**src/rtl/efmt_pkg.sv**
```systemverilog
// ----------------------------------------------------------------------------
// efmt_pkg
// Shared types, constants and the CRC-8 byte function for the encoder
// frame multi-turn tracker.
// ----------------------------------------------------------------------------
package efmt_pkg;

	localparam int ANGLE_W    = 21;
	localparam int STATUS_W   = 3;
	localparam int TURN_OUT_W = 32;
	localparam int POS_W      = TURN_OUT_W + ANGLE_W;

	localparam logic [7:0]         CRC_POLY     = 8'h07;
	localparam logic [7:0]         CRC_INIT     = 8'h00;
	localparam logic [ANGLE_W-1:0] THRESH_RESET = 21'd1677721;

	// one received frame after the CRC check
	typedef struct packed {
		logic                ok;
		logic [ANGLE_W-1:0]  angle;
		logic [STATUS_W-1:0] status;
	} frame_t;

	// one result beat
	typedef struct packed {
		logic                  crc_ok;
		logic [ANGLE_W-1:0]    angle;
		logic [STATUS_W-1:0]   sensor_status;
		logic [TURN_OUT_W-1:0] turn_count;
		logic [POS_W-1:0]      multi_turn_position;
	} result_t;

	// MSB-first CRC-8, one byte
	function automatic logic [7:0] crc8_byte(input logic [7:0] crc_in, input logic [7:0] data);
		logic [7:0] c;
		c = crc_in ^ data;
		for (int b = 0; b < 8; b++) begin
			if (c[7]) begin
				c = {c[6:0], 1'b0} ^ CRC_POLY;
			end else begin
				c = {c[6:0], 1'b0};
			end
		end
		return c;
	endfunction

endpackage

```
**src/rtl/efmt_crc_check.sv**
```systemverilog
// ----------------------------------------------------------------------------
// efmt_crc_check
// Checks CRC-8 over the three data bytes and unpacks angle and status.
// ----------------------------------------------------------------------------
module efmt_crc_check (
	input  logic [7:0]      angle_high_byte,
	input  logic [7:0]      angle_mid_byte,
	input  logic [7:0]      angle_low_status_byte,
	input  logic [7:0]      check_byte,
	output efmt_pkg::frame_t frame
);

	logic [7:0] crc0;
	logic [7:0] crc1;
	logic [7:0] crc2;

	always_comb begin
		crc0 = efmt_pkg::crc8_byte(efmt_pkg::CRC_INIT, angle_high_byte);
		crc1 = efmt_pkg::crc8_byte(crc0, angle_mid_byte);
		crc2 = efmt_pkg::crc8_byte(crc1, angle_low_status_byte);
	end

	assign frame.ok     = (crc2 == check_byte);
	assign frame.angle  = {angle_high_byte, angle_mid_byte, angle_low_status_byte[7:3]};
	assign frame.status = angle_low_status_byte[2:0];

endmodule

```
**src/rtl/efmt_turn_track.sv**
```systemverilog
// ----------------------------------------------------------------------------
// efmt_turn_track
// Holds angle, status and turn counter; counts a turn wrap when the angle
// jumps by more than the threshold. Failed frames leave all state alone.
// ----------------------------------------------------------------------------
module efmt_turn_track #(
	parameter int TURN_COUNT_WIDTH = 32
) (
	input  logic                             clk,
	input  logic                             arst_n,
	input  logic                             upd,
	input  efmt_pkg::frame_t                 frame,
	input  logic [efmt_pkg::ANGLE_W-1:0]     threshold,
	output efmt_pkg::result_t                res
);

	localparam int EXT_W = (TURN_COUNT_WIDTH > efmt_pkg::TURN_OUT_W) ?
		TURN_COUNT_WIDTH : efmt_pkg::TURN_OUT_W;

	logic [efmt_pkg::ANGLE_W-1:0]  base_angle_q;
	logic                          have_prev_q;
	logic [efmt_pkg::ANGLE_W-1:0]  angle_q;
	logic [efmt_pkg::STATUS_W-1:0] status_q;
	logic [TURN_COUNT_WIDTH-1:0]   turns_q;

	logic [efmt_pkg::ANGLE_W-1:0]  prev_eff;
	logic [efmt_pkg::ANGLE_W-1:0]  jump_up;
	logic [efmt_pkg::ANGLE_W-1:0]  jump_dn;
	logic                          wrap_dec;
	logic                          wrap_inc;
	logic [TURN_COUNT_WIDTH-1:0]   turns_nxt;
	logic [efmt_pkg::ANGLE_W-1:0]  angle_nxt;
	logic [efmt_pkg::STATUS_W-1:0] status_nxt;
	logic [EXT_W-1:0]              turns_ext;

	always_comb begin
		prev_eff = have_prev_q ? base_angle_q : frame.angle;
		jump_up  = frame.angle - prev_eff;
		jump_dn  = prev_eff - frame.angle;
		wrap_dec = (frame.angle > prev_eff) && (jump_up > threshold);
		wrap_inc = (prev_eff > frame.angle) && (jump_dn > threshold);

		turns_nxt  = turns_q;
		angle_nxt  = angle_q;
		status_nxt = status_q;
		if (frame.ok) begin
			angle_nxt  = frame.angle;
			status_nxt = frame.status;
			if (wrap_dec) begin
				turns_nxt = turns_q - TURN_COUNT_WIDTH'(1);
			end else if (wrap_inc) begin
				turns_nxt = turns_q + TURN_COUNT_WIDTH'(1);
			end
		end

		turns_ext = EXT_W'($signed(turns_nxt));
	end

	assign res.crc_ok              = frame.ok;
	assign res.angle               = angle_nxt;
	assign res.sensor_status       = status_nxt;
	assign res.turn_count          = turns_ext[efmt_pkg::TURN_OUT_W-1:0];
	assign res.multi_turn_position = {turns_ext[efmt_pkg::TURN_OUT_W-1:0], angle_nxt};

	always_ff @(posedge clk or negedge arst_n) begin
		if (!arst_n) begin
			base_angle_q <= '0;
			have_prev_q  <= 1'b0;
			angle_q      <= '0;
			status_q     <= '0;
			turns_q      <= '0;
		end else if (upd && frame.ok) begin
			base_angle_q <= frame.angle;
			have_prev_q  <= 1'b1;
			angle_q      <= angle_nxt;
			status_q     <= status_nxt;
			turns_q      <= turns_nxt;
		end
	end

endmodule

```
**src/rtl/encoder_frame_multiturn_tracker_unit.sv**
```systemverilog
// ----------------------------------------------------------------------------
// encoder_frame_multiturn_tracker_unit
// CRC-8 checked absolute-encoder frame decoder with multi-turn counting.
// ----------------------------------------------------------------------------
// One input beat is one frame; one result beat follows per frame. A frame is
// held in the frame register, then loaded into the output register once that
// is free. A new frame is taken every cycle while the output is not stalled:
// the frame register feeds a single pass of CRC check, wrap compare and turn
// update into the result register; the turn state updates at the same edge.
// Frames failing CRC report crc_ok low with the held values. The user must
// write the wrap threshold through cfg_we/cfg_wdata while idle (not enforced).
module encoder_frame_multiturn_tracker_unit #(
	parameter int TURN_COUNT_WIDTH = 32
) (
	input  logic          clk,
	input  logic          arst_n,
	input  logic          cfg_we,
	input  logic [20:0]   cfg_wdata,     // wrap_threshold
	input  logic          s_axis_tvalid,
	output logic          s_axis_tready,
	// angle_high_byte, angle_mid_byte, angle_low_status_byte, check_byte
	input  logic [31:0]   s_axis_tdata,
	output logic          m_axis_tvalid,
	input  logic          m_axis_tready,
	// angle, sensor_status, turn_count, multi_turn_position, zero pad
	output logic [111:0]  m_axis_tdata,
	output logic          m_axis_tuser   // crc_ok
);

	logic [efmt_pkg::ANGLE_W-1:0] wrap_thresh_q;
	logic                         valid_s1;
	logic [31:0]                  data_s1;
	logic                         valid_s2;
	efmt_pkg::result_t            res_s2;
	efmt_pkg::frame_t             frame;
	efmt_pkg::result_t            res;
	logic                         load_out;

	assign load_out      = valid_s1 && (!valid_s2 || m_axis_tready);
	assign s_axis_tready = !valid_s1 || load_out;

	always_ff @(posedge clk or negedge arst_n) begin
		if (!arst_n) begin
			wrap_thresh_q <= efmt_pkg::THRESH_RESET;
		end else if (cfg_we) begin
			wrap_thresh_q <= cfg_wdata;
		end
	end

	always_ff @(posedge clk or negedge arst_n) begin
		if (!arst_n) begin
			valid_s1 <= 1'b0;
			valid_s2 <= 1'b0;
		end else begin
			if (s_axis_tready) begin
				valid_s1 <= s_axis_tvalid;
			end
			if (load_out) begin
				valid_s2 <= 1'b1;
			end else if (m_axis_tready) begin
				valid_s2 <= 1'b0;
			end
		end
	end

	always_ff @(posedge clk) begin
		if (s_axis_tready && s_axis_tvalid) begin
			data_s1 <= s_axis_tdata;
		end
		if (load_out) begin
			res_s2 <= res;
		end
	end

	efmt_crc_check u_crc (
		.angle_high_byte       (data_s1[7:0]),
		.angle_mid_byte        (data_s1[15:8]),
		.angle_low_status_byte (data_s1[23:16]),
		.check_byte            (data_s1[31:24]),
		.frame                 (frame)
	);

	efmt_turn_track #(
		.TURN_COUNT_WIDTH (TURN_COUNT_WIDTH)
	) u_track (
		.clk       (clk),
		.arst_n    (arst_n),
		.upd       (load_out),
		.frame     (frame),
		.threshold (wrap_thresh_q),
		.res       (res)
	);

	assign m_axis_tvalid = valid_s2;
	assign m_axis_tuser  = res_s2.crc_ok;
	assign m_axis_tdata  = {3'b000, res_s2.multi_turn_position, res_s2.turn_count,
		res_s2.sensor_status, res_s2.angle};

endmodule
```
**config.mk**
```make
export PLATFORM = sky130hd
export DESIGN_NAME = encoder_frame_multiturn_tracker_unit
export DESIGN_NICKNAME = d
export VERILOG_FILES = /design/src/rtl/efmt_pkg.sv /design/src/rtl/efmt_crc_check.sv /design/src/rtl/efmt_turn_track.sv /design/src/rtl/encoder_frame_multiturn_tracker_unit.sv
export SDC_FILE = /design/constraint.sdc
export NUM_CORES = 1
export LEC_CHECK = 0
export ABC_AREA = 1
export BUFFER_PORTS_ARGS = -buffer_cell sky130_fd_sc_hd__clkbuf_2
export CAP_MARGIN = 20
export CORE_MARGIN = 3
export CORE_UTILIZATION = 47
export DETAILED_ROUTE_END_ITERATION = 12
export PLACE_DENSITY = 0.7
export SETUP_SLACK_MARGIN = 0.05
export SYNTH_ARGS = -nofsm -noshare
export SYNTH_HDL_FRONTEND = slang
export SYNTH_SLANG_ARGS = --single-unit
```
**constraint.sdc**
```tcl
create_clock -name clk -period 6.45 [get_ports clk]
set_clock_uncertainty 0.2 [all_clocks]
set_input_delay 0.645 -clock clk [delete_from_list [all_inputs] [get_ports clk]]
set_output_delay 0.645 -clock clk [all_outputs]
set_load 0.02 [all_outputs]
```
Word-level counts from Yosys, hierarchy flattened
Index checks and enable logic that the tools add are counted.

operators by class
  add/sub/neg operators = 4
  multiply operators = 0
  div/mod/pow operators = 0
  magnitude comparators = 4
  equality and inequality tests = 1
  shift operators = 0
  multiplexer cells = 32
  bitwise operators = 26
  reduce and logical (&&, ||, !) cells = 10

operators by type and width
  kind                                                 number
  two-way mux 32 bit                                   3
  greater-than comparator 21 bit                       4
  two-way mux 3 bit                                    25
  inverter 3 bit                                       24
  two-way mux 21 bit                                   2
  subtractor 21 bit                                    2
  adder 32 x 1 -> 32 bit (second input constant)       1
  subtractor 32 x 1 -> 32 bit (second input constant)  1
  bitwise XOR 8 bit                                    2
  equality test 8 bit                                  1
  logical AND 1 bit                                    5
  zero test 1 bit                                      2
  logical OR 1 bit                                     2
  two-way mux 1 bit                                    2
  nonzero test 2 bit                                   1

word-level totals
  register bits = 243
  bits in latches = 0
  RAM bits = 0
  memory bits (read-only) = 0
  logic and storage cells = 91
  memories = 0

Longest topological paths before layout
  depth in word-level cells = 52
  mapped depth = 34
  depth with buffers taken out = 32

Cells and area by module
From an unflattened synthesis, not the netlist that was laid out.

second synthesis, totals
  cells, all modules = 2176
  area, all modules = 16768.6 sq um

modules (own cells, without submodules)
  module                                instances  cells an instance  area each (sq um)
  efmt_turn_track                       1          1637               10112.2
  encoder_frame_multiturn_tracker_unit  1          246                5202.5
  efmt_crc_check                        1          293                1453.9

Worst setup path before layout
No wires, ideal clock.

  path type = reg2reg
  from = reg u_track.have_prev_q
  to = reg res_s2, in the netlist m_axis_tdata[25] (data pin)
  setup time = 0.255 ns
  arrival = 4.634 ns
  data required time = 5.995 ns
  setup slack = 1.362 ns
  stages on the path, launching flop included = 33
  path buffers = 3
  period minus slack after synthesis = 5.088 ns
  cells stage by stage = dfrtp_1 > clkbuf_1 > nand2_1 > o21ai_0 > inv_1 > ha_1 > clkbuf_1 > a21oi_1 > o21ai_0 > a21oi_1 > o21ai_0 > a21boi_0 > inv_1 > a21oi_1 > o21bai_1 > nand3_1 > nand3_1 > xor2_1 > inv_1 > ha_1 > nand4_1 > nor4_1 > nand4_1 > nand2_1 > inv_1 > nand3_1 > clkbuf_1 > nand2_1 > o21ai_0 > nand2_1 > nand2_1 > nand3_1 > and2_1

RTL lines
  item                    RTL line                                    RTL
  start, declared         efmt_turn_track.sv:21                       logic have_prev_q;
  start signal, assigned  efmt_turn_track.sv:68                       have_prev_q <= 1'b0;
  start signal, assigned  efmt_turn_track.sv:74                       have_prev_q <= 1'b1;
  end signal, assigned    encoder_frame_multiturn_tracker_unit.sv:71  res_s2 <= res;
  end, declared           encoder_frame_multiturn_tracker_unit.sv:34  efmt_pkg::result_t res_s2;

==> results_dict.tcl <==
set metrics [dict create \
    crit_fanout 52 \
    pwr_density_cell_nw_per_um2 307.7 \
    cts_inserted_buffers 17 \
    cts.clk_slew.worst_paths_ps 80 \
    clkLatencyLatePin_ps 460 \
    fp.dieH_um 180.1 \
    crit_required_ps 6640 \
    final_common_cell "nand2_1" \
    routabilityCongestion 0.9508 \
    clock-root-buffer "clkbuf_16" \
    antenna_found_initial 0 \
    grt_pass1_wl_mm 65.03 \
    htreeDepth 4 \
    cpLargestDelayFamily "compound AO/OA/AOI/OAI gates" \
    hold_path.class "in -> async" \
    die_w_um 180.1 \
    cts_resized 0 \
    syn_inst 1990 \
    synth_edf_count 89 \
    crit_buf_inv 5 \
    grt_pass1_vias 12040 \
    hold_violations 0 \
    rows 63 \
    dr.pass1.iters 5 \
    area_growth_pct 8.781 \
    crit_path_start_kind "flop" \
    cp_slowest_cell "edfxtp_1" \
    status "completed" \
    p_leak_nw 7.974 \
    vdd_drop_max_uv 210.1 \
    synth_seq_cells 190 \
    drive_above_1_share_pct 12.18 \
    async_reset_ff_share_pct 53.16 \
    grtUsageMet1_pct 32.65 \
    critPathKind "reg -> reg" \
    min_period_ps 5796 \
    relSlewSlack_pct 48.32 \
    ys_types 45 \
    synth-seq-area-share_pct 36.59 \
    n_fill_cell 3033 \
    rsz0062_at_grt "false" \
    synth_warnings 0 \
    cp.arrival_ps 5990 \
    endpoint_kind "flop" \
    setup_violations 0 \
    final_cell_area_sq_um 15500 \
    die-area_sq_um 32440 \
    syn_area_sq_um 14250 \
    grt-busiest-layer "met2" \
    cts_setup_buffers 0 \
    start_util_pct 47.82 \
    io_buffers 169 \
    grt_usage_pct 24.70 \
    met3_usage_pct 3.633 \
    max_cap_viol_count 0 \
    syn_area_per_cell_sq_um 7.160 \
    vias_per_cell 5.223 \
    grt.overflow.total 0 \
    mostFrequentLayoutCells "716 x nand2_1, 205 x inv_1, 168 x clkbuf_2" \
    p_total_mw 4.769 \
    fin_crit_sh_pct 89.87 \
    cts_tree "built" \
    vias 12800 \
    clk_path_buf_depth 2 \
    clock-sinks 190 \
    drt_iter0_drc 1064 \
    placed_cell_area_sq_um 14880 \
    dp_hpwl_mm 30.83 \
    synth_flop_cell "dfrtp_1" \
    grt_max_degree 63 \
    diodes 0 \
    core-area_sq_um 29800 \
    routedWlPerCell_um 16.38 \
    postRouteAntennaNets 0 \
    ios 173 \
    routed_wl_mm 40.15 \
    timing.setup.tns_ps 0 \
    fmax_mhz 172.5 \
    ctsHoldBuffers 0 \
    route.detailed.drc 0 \
    max_stage_delay_ps 530 \
    tightest_slew_ps 775.1 \
    nNetsFinal 2193 \
    crit_path_frequent_cell "nand2_1" \
    slew_violations 0 \
    met2_usage_pct 42.69 \
]
## per-layer routing
metal	vias up	part of all wire [%]
li1	6399	-
met1	5978	44
met2	379	49
met3	45	5.0
met4	0	1.7
met5	-	0
## layout make-up
type / count / area [sq um] / share of cell area (%)
inverters: 215 / 807.0 / 5.207
well taps: 390 / 488.0 / 3.148
clock inverters: 15 / 191.4 / 1.235
flip-flops and latches: 190 / 5215 / 33.65
repair buffers: 185 / 980.9 / 6.329
clock buffers: 17 / 425.4 / 2.745
multi-input cells: 1439 / 7392 / 47.69
## flip-flops by register name, indices dropped and copies added, names as in the netlist, 3 cells and up
register,cells
u_track.status_q,3
u_track.base_angle_q,21
u_track.angle_q,21
data_s1,32
m_axis_tdata,56
wrap_thresh_q,21
u_track.turns_q,32
## through the flow
| stage | util (%) | instances | hold WS [ps] | setup WS, ps |
|---|---|---|---|---|
| 2_1_floorplan | - | 1992 | 149.4 | 1362 |
| 4_1_cts | 52.02 | 2451 | 9.248 | 656.2 |
| 5_1_grt | 52.02 | 2451 | 40.25 | 134.3 |
| 6_report | 52.02 | 2451 | 1.412 | 653.7 |
| 3_3_place_gp | 49.95 | 2419 | 253.9 | 918.5 |
| 3_5_place_dp | 49.95 | 2419 | 258.3 | 685.5 |
## cells by family (layout without fill, tap and decap cells)
kind of cell	after synthesis	count (layout)	synth area share (%)
AND/OR/NAND/NOR	1008	1008	28.82
buffers and inverters	363	432	11.63
AO/OA/AOI/OAI	238	238	8.834
flip-flops	190	190	36.59
XOR/XNOR	102	102	6.270
adder cells (fa/ha/maj)	87	87	7.745
other	1	3	0.02632
multiplexers	1	1	0.07902
## final timing paths
path | start | to | slack [ps] | depth (start not counted)
worst min-delay path | arst_n | wrap_thresh_q[14] | 1 | 1
worst min register to register | u_track.angle_q[8] | u_track.angle_q[8] | 270 | 2
min in group clk | s_axis_tdata[11] | data_s1[11] | 150 | 1
worst max-delay path | data_s1[22] | u_track.turns_q[3] | 650 | 31
worst max register to register | data_s1[22] | u_track.turns_q[3] | 650 | 31
max in group asynchronous | arst_n | u_track.have_prev_q | 4780 | 2
## synthesized netlist by cell type (all sizes together), types with 2 or more instances
cell type,n,share of area (%)
and2,2,0.088
fa,2,0.28
a21boi,3,0.16
or2,2,0.088
nor2,103,2.9
a211oi,2,0.11
nand3b,2,0.11
nand2,721,19
nor3,24,0.84
nand4,19,0.83
edfxtp,89,19
inv,215,5.7
o21a,2,0.11
xor2,79,4.9
nor4,13,0.57
ha,85,7.5
xnor2,23,1.4
a21o,2,0.11
a221o,2,0.14
o21bai,4,0.21
o21ai,150,5.3
dfstp,11,2.0
o211ai,5,0.26
a21oi,63,2.2
a31oi,2,0.088
nand3,121,4.3
clkbuf,65,1.7
buf,83,4.3
dfrtp,90,16
## power by group
group          total [mW]  internal (mW)  switching, mW  leakage [nW]
Clock                1.13          0.562          0.563         0.301
Combinational        2.13          0.695           1.43          5.55
Sequential           1.52           1.43         0.0865          2.13
Total                4.77           2.69           2.08          7.97
(Power assumes the default switching activity.)
